## config.mk

```make
export PLATFORM = sky130hd
export DESIGN_NAME = gimbal_aim_pd_filter_step
export DESIGN_NICKNAME = d
export VERILOG_FILES = /design/src/rtl/gapd_pkg.sv /design/src/rtl/gimbal_aim_pd_filter_step.sv /design/src/rtl/gapd_useq.sv /design/src/rtl/gapd_dpath.sv
export SDC_FILE = /design/constraint.sdc
export NUM_CORES = 2
export LEC_CHECK = 0
export BUFFER_PORTS_ARGS = -buffer_cell sky130_fd_sc_hd__buf_4
export CELL_PAD_IN_SITES_DETAIL_PLACEMENT = 1
export CELL_PAD_IN_SITES_GLOBAL_PLACEMENT = 2
export CORE_MARGIN = 8
export CORE_UTILIZATION = 42
export DETAILED_ROUTE_END_ITERATION = 8
export GPL_TIMING_DRIVEN = 0
export HOLD_SLACK_MARGIN = 0.1
export PLACE_DENSITY_LB_ADDON = 0.25
export SYNTH_ARGS = -nofsm -noshare
export SYNTH_HDL_FRONTEND = slang
export SYNTH_SLANG_ARGS = --single-unit
export TNS_END_PERCENT = 10
```

## constraint.sdc

```tcl
create_clock -name clk_i -period 11.7 [get_ports clk_i]
set_input_delay 0.585 -clock clk_i [delete_from_list [all_inputs] [get_ports clk_i]]
set_output_delay 0.585 -clock clk_i [all_outputs]
set_load 0.01 [all_outputs]
```

## src/rtl/gapd_pkg.sv

```systemverilog
// ----------------------------------------------------------------------------
// gapd_pkg
// Shared types, register codes, reset values and microcode for the gimbal
// aim PD filter step.
// ----------------------------------------------------------------------------
package gapd_pkg;

  localparam int unsigned NumCfgRegs = 8;
  localparam int unsigned CfgIdxW    = 3;
  localparam int unsigned CfgDataW   = 16;
  localparam int unsigned StepW      = 3;

  typedef enum logic [CfgIdxW-1:0] {
    CFG_DEAD_ZONE      = 3'd0,
    CFG_YAW_PROP_GAIN  = 3'd1,
    CFG_YAW_DERIV_GAIN = 3'd2,
    CFG_SMOOTH_FACTOR  = 3'd3,
    CFG_STALE_LIMIT_MS = 3'd4,
    CFG_DECAY_FACTOR   = 3'd5,
    CFG_YAW_TRIM       = 3'd6,
    CFG_PITCH_TRIM     = 3'd7
  } gapd_cfg_idx_e;

  localparam logic        [14:0] DeadZoneRst     = 15'd20;
  localparam logic signed [15:0] YawPropGainRst  = -16'sd7373;
  localparam logic signed [15:0] YawDerivGainRst = -16'sd614;
  localparam logic        [15:0] SmoothFactorRst = 16'd22938;
  localparam logic        [15:0] StaleLimitRst   = 16'd300;
  localparam logic        [15:0] DecayFactorRst  = 16'd62259;
  localparam logic signed [15:0] YawTrimRst      = 16'sd164;
  localparam logic signed [15:0] PitchTrimRst    = 16'sd410;

  typedef struct packed {
    logic        [14:0] dead_zone;
    logic signed [15:0] yaw_prop_gain;
    logic signed [15:0] yaw_deriv_gain;
    logic        [15:0] smooth_factor;
    logic        [15:0] stale_limit_ms;
    logic        [15:0] decay_factor;
    logic signed [15:0] yaw_trim;
    logic signed [15:0] pitch_trim;
  } gapd_cfg_t;

  typedef struct packed {
    logic signed [15:0] yaw_error;
    logic signed [15:0] pitch_error;
    logic               shutdown;
    logic        [31:0] now_ms;
    logic               aim_fire;
    logic               trigger_held;
  } gapd_in_t;

  typedef struct packed {
    logic               gimbal_enabled;
    logic signed [15:0] pitch_cmd;
    logic signed [15:0] yaw_cmd;
    logic               firing;
  } gapd_out_t;

  // Microcode fields
  typedef enum logic [1:0] {
    SEQ_NEXT  = 2'd0,
    SEQ_JSHUT = 2'd1,
    SEQ_END   = 2'd2
  } gapd_seq_e;

  typedef enum logic [1:0] {
    MA_YAW   = 2'd0,
    MA_YDIFF = 2'd1,
    MA_PDIFF = 2'd2,
    MA_PF    = 2'd3
  } gapd_mul_a_e;

  typedef enum logic [1:0] {
    MB_KP    = 2'd0,
    MB_KD    = 2'd1,
    MB_ALPHA = 2'd2,
    MB_DECAY = 2'd3
  } gapd_mul_b_e;

  typedef enum logic [1:0] {
    ACC_NONE = 2'd0,
    ACC_LOAD = 2'd1,
    ACC_ADD  = 2'd2
  } gapd_acc_e;

  typedef struct packed {
    gapd_seq_e        seq;
    logic [StepW-1:0] target;
    gapd_mul_a_e      mul_a;
    gapd_mul_b_e      mul_b;
    logic             mul_en;
    gapd_acc_e        acc_op;
    logic             prep;
    logic             age;
    logic             pf_upd;
    logic             prev_upd;
    logic             decay;
    logic             shut;
    logic             emit;
  } gapd_uword_t;

  localparam logic [StepW-1:0] StepShut = 3'd7;

  function automatic gapd_uword_t gapd_urom(logic [StepW-1:0] addr);
    gapd_uword_t w;
    w          = '0;
    w.seq      = SEQ_NEXT;
    w.mul_a    = MA_YAW;
    w.mul_b    = MB_KP;
    w.acc_op   = ACC_NONE;
    unique case (addr)
      3'd0: begin
        // dead zone, refresh time stamp, branch on shutdown
        w.prep   = 1'b1;
        w.seq    = SEQ_JSHUT;
        w.target = StepShut;
      end
      3'd1: begin
        w.age    = 1'b1;
        w.mul_en = 1'b1;
      end
      3'd2: begin
        w.mul_a  = MA_YDIFF;
        w.mul_b  = MB_KD;
        w.mul_en = 1'b1;
        w.acc_op = ACC_LOAD;
      end
      3'd3: begin
        w.mul_a  = MA_PDIFF;
        w.mul_b  = MB_ALPHA;
        w.mul_en = 1'b1;
        w.acc_op = ACC_ADD;
      end
      3'd4: begin
        w.pf_upd   = 1'b1;
        w.prev_upd = 1'b1;
      end
      3'd5: begin
        w.mul_a  = MA_PF;
        w.mul_b  = MB_DECAY;
        w.mul_en = 1'b1;
      end
      3'd6: begin
        w.decay = 1'b1;
        w.emit  = 1'b1;
        w.seq   = SEQ_END;
      end
      3'd7: begin
        w.shut = 1'b1;
        w.emit = 1'b1;
        w.seq  = SEQ_END;
      end
      default: begin
        w.seq = SEQ_END;
      end
    endcase
    return w;
  endfunction

  function automatic logic signed [15:0] gapd_sat16(logic signed [23:0] v);
    logic signed [15:0] r;
    if (v > 24'sd32767) begin
      r = 16'sh7FFF;
    end else if (v < -24'sd32768) begin
      r = 16'sh8000;
    end else begin
      r = v[15:0];
    end
    return r;
  endfunction

endpackage

```

## src/rtl/gimbal_aim_pd_filter_step.sv

```systemverilog
// ----------------------------------------------------------------------------
// gimbal_aim_pd_filter_step
// Per-tick gimbal aim step: dead zone, yaw PD, pitch smoothing, timeout
// decay, trims and saturation.
// ----------------------------------------------------------------------------
// Usage:
//   Input beats arrive on in_valid_i / in_data_i and are taken when
//   in_stall_o is low. One result beat leaves on out_valid_o / out_data_o,
//   taken when out_stall_i is low. Registers are written through cfg_we_i,
//   cfg_idx_i and cfg_wdata_i, by the user only while no beat is in
//   flight; the block itself does not enforce this. A normal beat runs
//   seven microcode steps on one shared multiplier before its result is
//   registered; a shutdown beat branches straight to its final step.
//   The input stays stalled until the last step, so a new beat is taken
//   only after the previous beat's program has run out. The last step
//   waits while a previous result still sits stalled in the output
//   register, so a stalled receiver holds the block after one more beat
//   has been taken.
//   Reset clears the sequencer, the output valid, the filter state and
//   restores the default register values.
// ----------------------------------------------------------------------------
module gimbal_aim_pd_filter_step (
  input  logic                            clk_i,
  input  logic                            rst_ni,
  input  logic                            in_valid_i,
  output logic                            in_stall_o,
  input  gapd_pkg::gapd_in_t              in_data_i,
  output logic                            out_valid_o,
  input  logic                            out_stall_i,
  output gapd_pkg::gapd_out_t             out_data_o,
  input  logic                            cfg_we_i,
  input  logic [gapd_pkg::CfgIdxW-1:0]    cfg_idx_i,
  input  logic [gapd_pkg::CfgDataW-1:0]   cfg_wdata_i
);
  import gapd_pkg::*;

  gapd_cfg_t   cfg_q;
  gapd_in_t    in_q;
  gapd_out_t   out_q, res;
  logic        out_valid_q;
  gapd_uword_t uword;
  logic        go, busy, emit_ok, in_accept;

  assign in_accept = in_valid_i && !busy;
  assign in_stall_o = busy;
  assign emit_ok   = !out_valid_q || !out_stall_i;

  always_ff @(posedge clk_i or negedge rst_ni) begin
    if (!rst_ni) begin
      cfg_q.dead_zone      <= DeadZoneRst;
      cfg_q.yaw_prop_gain  <= YawPropGainRst;
      cfg_q.yaw_deriv_gain <= YawDerivGainRst;
      cfg_q.smooth_factor  <= SmoothFactorRst;
      cfg_q.stale_limit_ms <= StaleLimitRst;
      cfg_q.decay_factor   <= DecayFactorRst;
      cfg_q.yaw_trim       <= YawTrimRst;
      cfg_q.pitch_trim     <= PitchTrimRst;
    end else if (cfg_we_i) begin
      unique case (gapd_cfg_idx_e'(cfg_idx_i))
        CFG_DEAD_ZONE:      cfg_q.dead_zone      <= cfg_wdata_i[14:0];
        CFG_YAW_PROP_GAIN:  cfg_q.yaw_prop_gain  <= cfg_wdata_i;
        CFG_YAW_DERIV_GAIN: cfg_q.yaw_deriv_gain <= cfg_wdata_i;
        CFG_SMOOTH_FACTOR:  cfg_q.smooth_factor  <= cfg_wdata_i;
        CFG_STALE_LIMIT_MS: cfg_q.stale_limit_ms <= cfg_wdata_i;
        CFG_DECAY_FACTOR:   cfg_q.decay_factor   <= cfg_wdata_i;
        CFG_YAW_TRIM:       cfg_q.yaw_trim       <= cfg_wdata_i;
        CFG_PITCH_TRIM:     cfg_q.pitch_trim     <= cfg_wdata_i;
        default:            cfg_q                <= cfg_q;
      endcase
    end
  end

  // hold the input beat for the whole program
  always_ff @(posedge clk_i) begin
    if (in_accept) begin
      in_q <= in_data_i;
    end
  end

  gapd_useq u_useq (
    .clk_i     (clk_i),
    .rst_ni    (rst_ni),
    .start_i   (in_accept),
    .shut_i    (in_q.shutdown),
    .emit_ok_i (emit_ok),
    .uword_o   (uword),
    .go_o      (go),
    .busy_o    (busy)
  );

  gapd_dpath u_dpath (
    .clk_i   (clk_i),
    .rst_ni  (rst_ni),
    .uword_i (uword),
    .go_i    (go),
    .in_i    (in_q),
    .cfg_i   (cfg_q),
    .res_o   (res)
  );

  always_ff @(posedge clk_i or negedge rst_ni) begin
    if (!rst_ni) begin
      out_valid_q <= 1'b0;
    end else if (go && uword.emit) begin
      out_valid_q <= 1'b1;
    end else if (!out_stall_i) begin
      out_valid_q <= 1'b0;
    end
  end

  always_ff @(posedge clk_i) begin
    if (go && uword.emit) begin
      out_q <= res;
    end
  end

  assign out_valid_o = out_valid_q;
  assign out_data_o  = out_q;

  a_accept_locks: assert property (@(posedge clk_i) disable iff (!rst_ni)
    (in_valid_i && !in_stall_o) |=> in_stall_o)
    else $error("input taken while program still running");

  a_full_program: assert property (@(posedge clk_i) disable iff (!rst_ni)
    (in_valid_i && !in_stall_o && !in_data_i.shutdown) |=> ##5 in_stall_o)
    else $error("normal beat finished before its microcode ran out");

  a_disabled_zero: assert property (@(posedge clk_i) disable iff (!rst_ni)
    (out_valid_o && !out_data_o.gimbal_enabled) |->
      (out_data_o.yaw_cmd == 16'sd0 && out_data_o.pitch_cmd == 16'sd0))
    else $error("disabled result carries a nonzero command");

endmodule

```

## src/rtl/gapd_useq.sv

```systemverilog
// ----------------------------------------------------------------------------
// gapd_useq
// Step counter and microcode fetch; one control word per step, with a
// shutdown branch and a final step that waits for the output register.
// ----------------------------------------------------------------------------
module gapd_useq (
  input  logic                 clk_i,
  input  logic                 rst_ni,
  input  logic                 start_i,
  input  logic                 shut_i,
  input  logic                 emit_ok_i,
  output gapd_pkg::gapd_uword_t uword_o,
  output logic                 go_o,
  output logic                 busy_o
);
  import gapd_pkg::*;

  logic             busy_q, busy_d;
  logic [StepW-1:0] step_q, step_d;
  gapd_uword_t      uw;

  assign uw      = gapd_urom(step_q);
  assign uword_o = uw;
  assign go_o    = busy_q && ((uw.seq != SEQ_END) || emit_ok_i);
  assign busy_o  = busy_q;

  always_comb begin
    busy_d = busy_q;
    step_d = step_q;
    if (!busy_q) begin
      if (start_i) begin
        busy_d = 1'b1;
        step_d = '0;
      end
    end else if (go_o) begin
      unique case (uw.seq)
        SEQ_NEXT:  step_d = step_q + 1'b1;
        SEQ_JSHUT: step_d = shut_i ? uw.target : step_q + 1'b1;
        SEQ_END:   busy_d = 1'b0;
        default:   busy_d = 1'b0;
      endcase
    end
  end

  always_ff @(posedge clk_i or negedge rst_ni) begin
    if (!rst_ni) begin
      busy_q <= 1'b0;
      step_q <= '0;
    end else begin
      busy_q <= busy_d;
      step_q <= step_d;
    end
  end

endmodule

```

## src/rtl/gapd_dpath.sv

```systemverilog
// ----------------------------------------------------------------------------
// gapd_dpath
// Shared 17x17 multiplier, yaw accumulator, filter state and result
// formatting, driven by the microcode word.
// ----------------------------------------------------------------------------
module gapd_dpath (
  input  logic                  clk_i,
  input  logic                  rst_ni,
  input  gapd_pkg::gapd_uword_t uword_i,
  input  logic                  go_i,
  input  gapd_pkg::gapd_in_t    in_i,
  input  gapd_pkg::gapd_cfg_t   cfg_i,
  output gapd_pkg::gapd_out_t   res_o
);
  import gapd_pkg::*;

  function automatic logic signed [15:0] dz_apply(logic signed [15:0] e, logic [14:0] dz);
    logic [16:0] mag;
    mag = e[15] ? (17'd0 - {e[15], e}) : {1'b0, e};
    return (mag < {2'b00, dz}) ? 16'sd0 : e;
  endfunction

  // architectural state
  logic signed [15:0] pf_q, pf_d;
  logic signed [15:0] prev_q, prev_d;
  logic        [31:0] last_q, last_d;
  // per-item working registers
  logic signed [15:0] y_q, p_q, pcmd_q;
  logic               stale_q;
  logic signed [33:0] prod_q;
  logic signed [21:0] acc_q;

  logic signed [15:0] y_dz, p_dz;
  logic signed [16:0] mul_a, mul_b;
  logic signed [33:0] prod;
  logic signed [17:0] sh16;
  logic signed [18:0] pf_sum;
  logic signed [15:0] pf_filt;
  logic        [31:0] age;
  logic signed [21:0] yaw_raw;
  logic signed [22:0] yaw_diff;
  logic signed [16:0] pitch_diff;

  assign y_dz = dz_apply(in_i.yaw_error, cfg_i.dead_zone);
  assign p_dz = dz_apply(in_i.pitch_error, cfg_i.dead_zone);

  always_comb begin
    unique case (uword_i.mul_a)
      MA_YAW:   mul_a = {y_q[15], y_q};
      MA_YDIFF: mul_a = {y_q[15], y_q} - {prev_q[15], prev_q};
      MA_PDIFF: mul_a = {p_q[15], p_q} - {pf_q[15], pf_q};
      MA_PF:    mul_a = {pf_q[15], pf_q};
      default:  mul_a = '0;
    endcase
    unique case (uword_i.mul_b)
      MB_KP:    mul_b = {cfg_i.yaw_prop_gain[15], cfg_i.yaw_prop_gain};
      MB_KD:    mul_b = {cfg_i.yaw_deriv_gain[15], cfg_i.yaw_deriv_gain};
      MB_ALPHA: mul_b = {1'b0, cfg_i.smooth_factor};
      MB_DECAY: mul_b = {1'b0, cfg_i.decay_factor};
      default:  mul_b = '0;
    endcase
  end

  assign prod = mul_a * mul_b;

  // floor(x / 2^16) of the registered product
  assign sh16    = prod_q[33:16];
  // pf*(1-alpha) + p*alpha == pf + (p-pf)*alpha
  assign pf_sum  = {{3{pf_q[15]}}, pf_q} + {sh16[17], sh16};
  assign pf_filt = gapd_sat16({{5{pf_sum[18]}}, pf_sum});
  assign age     = in_i.now_ms - last_q;

  always_comb begin
    pf_d   = pf_q;
    prev_d = prev_q;
    last_d = last_q;
    if (go_i) begin
      if (uword_i.prep && !in_i.shutdown && ((y_dz != 16'sd0) || (p_dz != 16'sd0))) begin
        last_d = in_i.now_ms;
      end
      if (uword_i.pf_upd) begin
        pf_d = pf_filt;
      end
      if (uword_i.decay && stale_q) begin
        pf_d = gapd_sat16({{6{sh16[17]}}, sh16});
      end
      if (uword_i.prev_upd) begin
        prev_d = y_q;
      end
      if (uword_i.shut) begin
        prev_d = 16'sd0;
      end
    end
  end

  always_ff @(posedge clk_i or negedge rst_ni) begin
    if (!rst_ni) begin
      pf_q   <= 16'sd0;
      prev_q <= 16'sd0;
      last_q <= 32'd0;
    end else begin
      pf_q   <= pf_d;
      prev_q <= prev_d;
      last_q <= last_d;
    end
  end

  always_ff @(posedge clk_i) begin
    if (go_i) begin
      if (uword_i.prep) begin
        y_q <= y_dz;
        p_q <= p_dz;
      end
      if (uword_i.age) begin
        stale_q <= (age > {16'd0, cfg_i.stale_limit_ms});
      end
      if (uword_i.mul_en) begin
        prod_q <= prod;
      end
      unique case (uword_i.acc_op)
        ACC_LOAD: acc_q <= prod_q[33:12];
        ACC_ADD:  acc_q <= acc_q + prod_q[33:12];
        ACC_NONE: acc_q <= acc_q;
        default:  acc_q <= acc_q;
      endcase
      if (uword_i.pf_upd) begin
        pcmd_q <= pf_filt;
      end
    end
  end

  assign yaw_raw    = stale_q ? 22'sd0 : acc_q;
  assign yaw_diff   = {yaw_raw[21], yaw_raw}
                    - {{7{cfg_i.yaw_trim[15]}}, cfg_i.yaw_trim};
  assign pitch_diff = {pcmd_q[15], pcmd_q} - {cfg_i.pitch_trim[15], cfg_i.pitch_trim};

  always_comb begin
    res_o.firing = in_i.aim_fire & in_i.trigger_held;
    if (uword_i.shut) begin
      res_o.gimbal_enabled = 1'b0;
      res_o.pitch_cmd      = 16'sd0;
      res_o.yaw_cmd        = 16'sd0;
    end else begin
      res_o.gimbal_enabled = 1'b1;
      res_o.pitch_cmd      = gapd_sat16({{7{pitch_diff[16]}}, pitch_diff});
      res_o.yaw_cmd        = gapd_sat16({yaw_diff[22], yaw_diff});
    end
  end

endmodule
```

### Word-level counts from Yosys, hierarchy flattened

Cells that the tools add are included.
Widths: inputs -> output; s select.

* add/subtract/negate cells: 10
* multipliers: 1
* $lt $le $gt $ge: 11
* equal/unequal tests: 27
* mux-type cells: 43
* bitwise operators: 1
* reductions and logical operators: 46

Operators with widths (count)
* $mux 16: 14
* $pmux 17 s4: 2
* $sub 16x16->17: 3
* $pmux 22 s2: 1
* $lt 17x15->1: 2
* $mul 17x17->34: 1
* $mux 17: 2
* $sub 1x16->17 const A: 2
* $mux 33: 1
* $gt 32x16->1: 1
* $reduce_and 2->1: 16
* $reduce_bool 16->1: 2
* $sub 32x32->32: 1
* $eq 3x3->1 const B: 8
* $gt 23x16->1 const B: 1
* $lt 23x16->1 const B: 1
* $sub 22x16->23: 1
* $add 22x22->22: 1
* $mux 22: 1
* $add 16x18->19: 1
* $gt 19x16->1 const B: 1
* $lt 19x16->1 const B: 1
* $gt 18x16->1 const B: 1
* $lt 18x16->1 const B: 1
* other kinds (26): 73

* bits in registers: 402
* input port bits: 91
* logic and storage cells: 171

### Logic depth before layout (Yosys ltp)

* word-level depth: 8
* mapped depth: 37

### Modules after synthesis

A second synthesis with hierarchy kept.

* cells, all modules: 3471
* area total of the unflattened synthesis: 35063.6 µm²

Modules (own cells, without submodules)
* gapd_dpath: instances 1, cells an instance 3039, area an instance 26536.7 µm²
* gimbal_aim_pd_filter_step: instances 1, cells an instance 383, area an instance 8096.5 µm²
* gapd_useq: instances 1, cells an instance 49, area an instance 430.4 µm²

### Worst setup path after synthesis

OpenSTA, ideal clock, no wires.

* path kind: reg-to-reg
* start: register u_dpath.p_q[0]
* end: register u_dpath.prod_q[33], data pin
* library setup time: 0.260 ns
* arrival: 8.359 ns
* data required time: 11.440 ns
* setup slack: 3.081 ns
* cell stages (with the launch flop): 36
* cell sequence: edfxtp_1 > inv_1 > ha_1 > fa_1 > nor2b_1 > o21ai_0 > nand2b_1 > a21o_1 > a31o_2 > a41oi_1 > a21oi_1 > a221o_1 > a2111oi_0 > nor3_1 > clkbuf_1 > nor2_1 > fa_1 > inv_1 > fa_1 > inv_1 > fa_1 > fa_1 > fa_1 > inv_1 > fa_1 > inv_1 > ha_1 > a21o_1 > a21o_1 > a21oi_1 > nor2_1 > a21oi_1 > o211ai_2 > a31o_2 > a21oi_1 > xnor2_1

* longest elaborated chain between the ends: 3

Ends and longest elaborated chain
* start, declared: RTL line gapd_dpath.sv:28 `logic signed [15:0] y_q, p_q, pcmd_q;`
* start signal, assigned: RTL line gapd_dpath.sv:112 `p_q <= p_dz;`
* $sub 16x16->17: RTL line gapd_dpath.sv:51 `MA_PDIFF: mul_a = {p_q[15], p_q} - {pf_q[15], pf_q};`
* $pmux 17 s4: RTL line gapd_dpath.sv:48 `unique case (uword_i.mul_a)`
* $mul 17x17->34: RTL line gapd_dpath.sv:64 `assign prod = mul_a * mul_b;`
* net u_dpath.prod[33]: RTL line gapd_dpath.sv:35 `logic signed [33:0] prod;`
* end signal, assigned: RTL line gapd_dpath.sv:118 `prod_q <= prod;`
* end, declared: RTL line gapd_dpath.sv:30 `logic signed [33:0] prod_q;`

The timed path passes the listed nets, and every way through them passes these cells.
A chain may end at the register's enable or synchronous reset.

### Final worst setup path

* start: register u_useq.step_q[0]
* end: register u_dpath.prod_q[32], data pin

* longest elaborated chain between the ends: 5
* elaborated cells between the ends (all ways): 15
* classes of those cells: mul: 1; eq/ne: 9; mux: 3; reduce/logical: 2

Ends and longest elaborated chain
* start, declared: RTL line gapd_useq.sv:19 `logic [StepW-1:0] step_q, step_d;`
* start signal, assigned: RTL line gapd_useq.sv:51 `step_q <= step_d;`
* $eq 3x3->1 / $eq 3x2->1 (equally long branches): RTL line gapd_pkg.sv:112 `unique case (addr)`
* $pmux 4 s3 *: RTL line gapd_pkg.sv:112
* $eq 2x2->1, or another cell as far along: RTL line gapd_dpath.sv:48
* $pmux 17 s4, on equally long branches: RTL line gapd_dpath.sv:48, gapd_dpath.sv:55
* $mul 17x17->34 *: RTL line gapd_dpath.sv:64
* net u_dpath.prod[32]: RTL line gapd_dpath.sv:35

Mark *: on every way through the listed nets, which the timed path passes. The rest lies on a longest branch.

==> results.txt <==
----------------------------------------------------
[Critical path]
  Startpoint type of the worst setup path ... flop
  End of the worst register-to-register path ... u_dpath.prod_q[32]$_DFFE_PP_
  CP Data Arrival Time ... between 10 and 15 ns
  Slowest stage cell, crit path ... sky130_fd_sc_hd__a2111oi_0
  Critical path required time ... approximately 12 ns
  Delay of the slowest cell on the worst path ... ~1.1 ns
  R2R Setup Slk ... approximately 0.79 ns
  Cell occurring most often along the worst timing path ... sky130_fd_sc_hd__inv_1
  Critical path class ... flop to flop
  Highest fanout seen on the critical path ... 10
  Length in cells of the worst reg-to-reg path ... 32
  Worst R2R Start ... u_useq.step_q[0]$_DFFE_PN0P_
  Crit path capture type ... flop

[Timing]
  Setup repair after global routing missed its margin ... false
  Time the final worst path needs with I/O delays and setup ... between 10 and 15 ns
  Post-route clock period utilization ... 0.933
  Final count of negative-setup-slack endpoints ... 0
  Final Hold Violating Endpoints ... 0
  Worst slew pin tran ... ~1.4 ns
  Worst max-slew margin expressed relative to the limit ... 0.0751
  Achievable clock frequency ... between 0.09 and 0.1 GHz
  Min Hold Slack ... 0.170 ns
  Worst clock skew ... 0.0148 ns
  Total negative setup slack ... 0 ns
  Max-slew violation count ... 0

[Final layout]
  Area of the multi-input gates ... between 0.02 and 0.025 mm^2
  Area of all sequential standard cells ... 0.0108 mm^2
  Share of cells above drive strength 1 ... 0.137
  Net count, final ... 4228
  Filler instances ... about 8900
  Synth-to-Final Area Change ... 11.9%

[Synth]
  Count of yosys warnings during synthesis ... 0
  Fraction of synthesis flops using an asynchronous set or reset pin ... 0.503
  Post-synth design cell area ... between 0.03 and 0.04 mm^2
  Most area-consuming cells after synthesis ... sky130_fd_sc_hd__fa_1 (18%), sky130_fd_sc_hd__edfxtp_1 (17%), sky130_fd_sc_hd__dfrtp_1 (11%)
  Most used DFF post-synth ... sky130_fd_sc_hd__edfxtp_1
  Library cells used by synthesis ... 90
  Number of nets in the synthesized netlist ... around 4000
  Count of flip-flops with a built-in enable after synthesis ... between 150 and 200
  Instance count of the mapped netlist ... between 3000 and 4000
  Leading cell types by count after synthesis ... sky130_fd_sc_hd__inv_1 (519), sky130_fd_sc_hd__nor2_1 (305), sky130_fd_sc_hd__fa_1 (302)
  Most area-hungry cell type in the Yosys netlist ... sky130_fd_sc_hd__fa_1
  Share of Yosys cell area claimed by the top area cell type ... 0.178
  Count leader, synth ... sky130_fd_sc_hd__inv_1
  Number of storage elements in the synthesis netlist ... between 300 and 400
  Mean Syn Cell Area ... 10.1 um^2
  Part of the Yosys area used for sequential elements ... 0.317

[Clock tree]
  CTS Root Buffer Type ... sky130_fd_sc_hd__clkbuf_16
  Total clock sinks ... between 300 and 400
  Setup Fix Bufs, Post-CTS ... 0
  Clk slew on worst S/H paths ... roughly 0.06 ns
  Number of buffers on the longest clock path ... 3
  CTS tree ... built
  H-Tree Level Count ... 2
  Number of buffers created by CTS ... 44
  Insertion delay to the later sink of the worst-skew pair ... 0.59 ns

[Global routing]
  GR Overflow Total ... 0
  Combined global-route utilization of all metal layers ... 0.237
  Maximum number of pins on one net before global-route repair ... roughly 110
  Antenna violations before repair ... 9
  Global-route wire length before repair ... around 170000 um
  Vias in the first global route ... 28462

[Worst hold path]
  Min-Delay Endpoint ... in_q[10]$_DFFE_PP_
  Tightest Hold Check Type ... input pin to flop
  Hold Path Depth ... 1
  Start point of the worst hold path ... in_data_i[10]

[Floorplanning]
  Placeable Area ... 0.0803 mm^2
  Die Y-Extent ... ~300 um
  Total Die Area ... roughly 0.090 mm^2
  Initial core utilization ... 0.424
  Number of placed I/O pins ... ~130
  Die Wd ... 301 um
  Number of rows created at floorplan ... ~100

[Placed design]
  Placed wire-length estimate ... approximately 87000 um
  GPL Wtd Cong ... just under 0.9
  Count of input and output buffers ... between 100 and 150

[Detailed routing]
  Number of detailed-route iterations in the first pass ... 7
  Vias/cell ... around 5.5
  Routed Wire Length ... about 110000 um
  Number of remaining DRC errors ... 0
  Final routed wire length divided by cell count ... 23.0 um
  Total via count in the routed design ... about 26000
  Detail Route Antenna Nets ... 0
  Count of routing violations after the opening detailed-route iteration ... between 1500 and 2000

[Run status]
  Outcome ... finished clean

[Flow run]
  Count of max-cap constraint violations ... 0

----------------------------------------------------
## what timing repair did
item                                    4_1_cts  5_1_grt
gates resized for setup                       0        1
endpoints found under the setup margin        0        3
hold buffers                                  1        0
endpoints found under the hold margin        12        0
## layer usage
| layer | share of wire | GRT usage | vias to the layer above | wire, um |
|---|---|---|---|---|
| li1 | - | - | 11720 | - |
| met1 | 0.42 | 0.306 | 13156 | 45300 |
| met2 | 0.48 | 0.396 | 579 | 51200 |
| met3 | 0.057 | 0.0446 | 195 | 6140 |
| met4 | 0.042 | 0.0896 | 0 | 4490 |
| met5 | 0 | 0 | - | 0 |
## worst max-delay path by stage
stage | startpoint | end | slack, ns | depth (start not counted)
3_5_place_dp | u_useq.step_q[0]$_DFFE_PN0P_ | u_dpath.prod_q[33]$_DFFE_PP_ | 0.38 | 33
5_1_grt | u_useq.step_q[0]$_DFFE_PN0P_ | u_dpath.prod_q[32]$_DFFE_PP_ | 0.25 | 32
4_1_cts | u_useq.step_q[0]$_DFFE_PN0P_ | u_dpath.prod_q[33]$_DFFE_PP_ | 0.35 | 33
2_1_floorplan | u_dpath.p_q[0]$_DFFE_PP_ | u_dpath.prod_q[33]$_DFFE_PP_ | 3.08 | 35
6_report | u_useq.step_q[0]$_DFFE_PN0P_ | u_dpath.prod_q[32]$_DFFE_PP_ | 0.79 | 32
3_3_place_gp | u_dpath.y_q[0]$_DFFE_PP_ | u_dpath.prod_q[33]$_DFFE_PP_ | 0.11 | 34
## logic make-up after synthesis
logic type / Yosys count / share of synthesized area
buf+inv: 618 / 0.0697
xor+xnor: 152 / 0.0391
flops: 390 / 0.317
fa+ha+maj: 576 / 0.279
compound gates: 604 / 0.122
simple gates: 874 / 0.120
mux: 160 / 0.0527
## registers in the layout, indices dropped and copies added (netlist names), 22 cells and up
signal,flops
cfg_q,127
in_q,67
out_data_o,34
u_dpath.last_q,32
u_dpath.acc_q,22
u_dpath.prod_q,22
## worst max-delay path: cells and delay by family (launching register included)
kind,cells,cell delay (ns)
buffers and inverters,11,2.52
AND/OR/NAND/NOR,4,0.64
flip-flops,1,0.43
AO/OA/AOI/OAI,8,3.64
XOR/XNOR,1,0.51
adder cells (fa/ha/maj),8,2.85
## area by class of cell
cell class,count,area share
Antenna cell,1,0.0000658
Inverter,519,0.0512
Tap cell,1060,0.0349
Clock buffer,56,0.0312
Timing Repair Buffer,141,0.0306
Multi-Input combinational cell,2366,0.550
Clock inverter,25,0.00714
Sequential cell,390,0.284
Buffer,99,0.0111
## stage by stage
stage	utilization	setup slack (ns)	std cells	area, um^2
finish	0.474	0.787	4657	38100
floorplan	-	3.08	3374	34000
detailed placement	0.456	0.376	4574	36600
CTS	0.474	0.354	4656	38000
global route	0.474	0.247	4657	38100
global placement	0.451	0.111	4556	36200
## placed cells by master, fill, tap and decap left out, types with 42 or more instances in the layout
cell type	count
sky130_fd_sc_hd__a21oi_1	119
sky130_fd_sc_hd__ha_1	274
sky130_fd_sc_hd__nor2b_1	69
sky130_fd_sc_hd__inv_1	519
sky130_fd_sc_hd__mux2_2	149
sky130_fd_sc_hd__edfxtp_1	194
sky130_fd_sc_hd__clkbuf_1	92
sky130_fd_sc_hd__xor2_1	42
sky130_fd_sc_hd__fa_1	302
sky130_fd_sc_hd__xnor2_1	110
sky130_fd_sc_hd__clkbuf_16	45
sky130_fd_sc_hd__o21ai_0	127
sky130_fd_sc_hd__dfstp_2	52
sky130_fd_sc_hd__nor2_1	302
sky130_fd_sc_hd__dfrtp_1	144
sky130_fd_sc_hd__nand2b_1	61
sky130_fd_sc_hd__a21o_1	68
sky130_fd_sc_hd__buf_4	131
sky130_fd_sc_hd__nand2_1	237
Power is left out: the tool's default activity adds up to more than one toggle a clock period on the data nets, which glitch-free logic cannot reach.
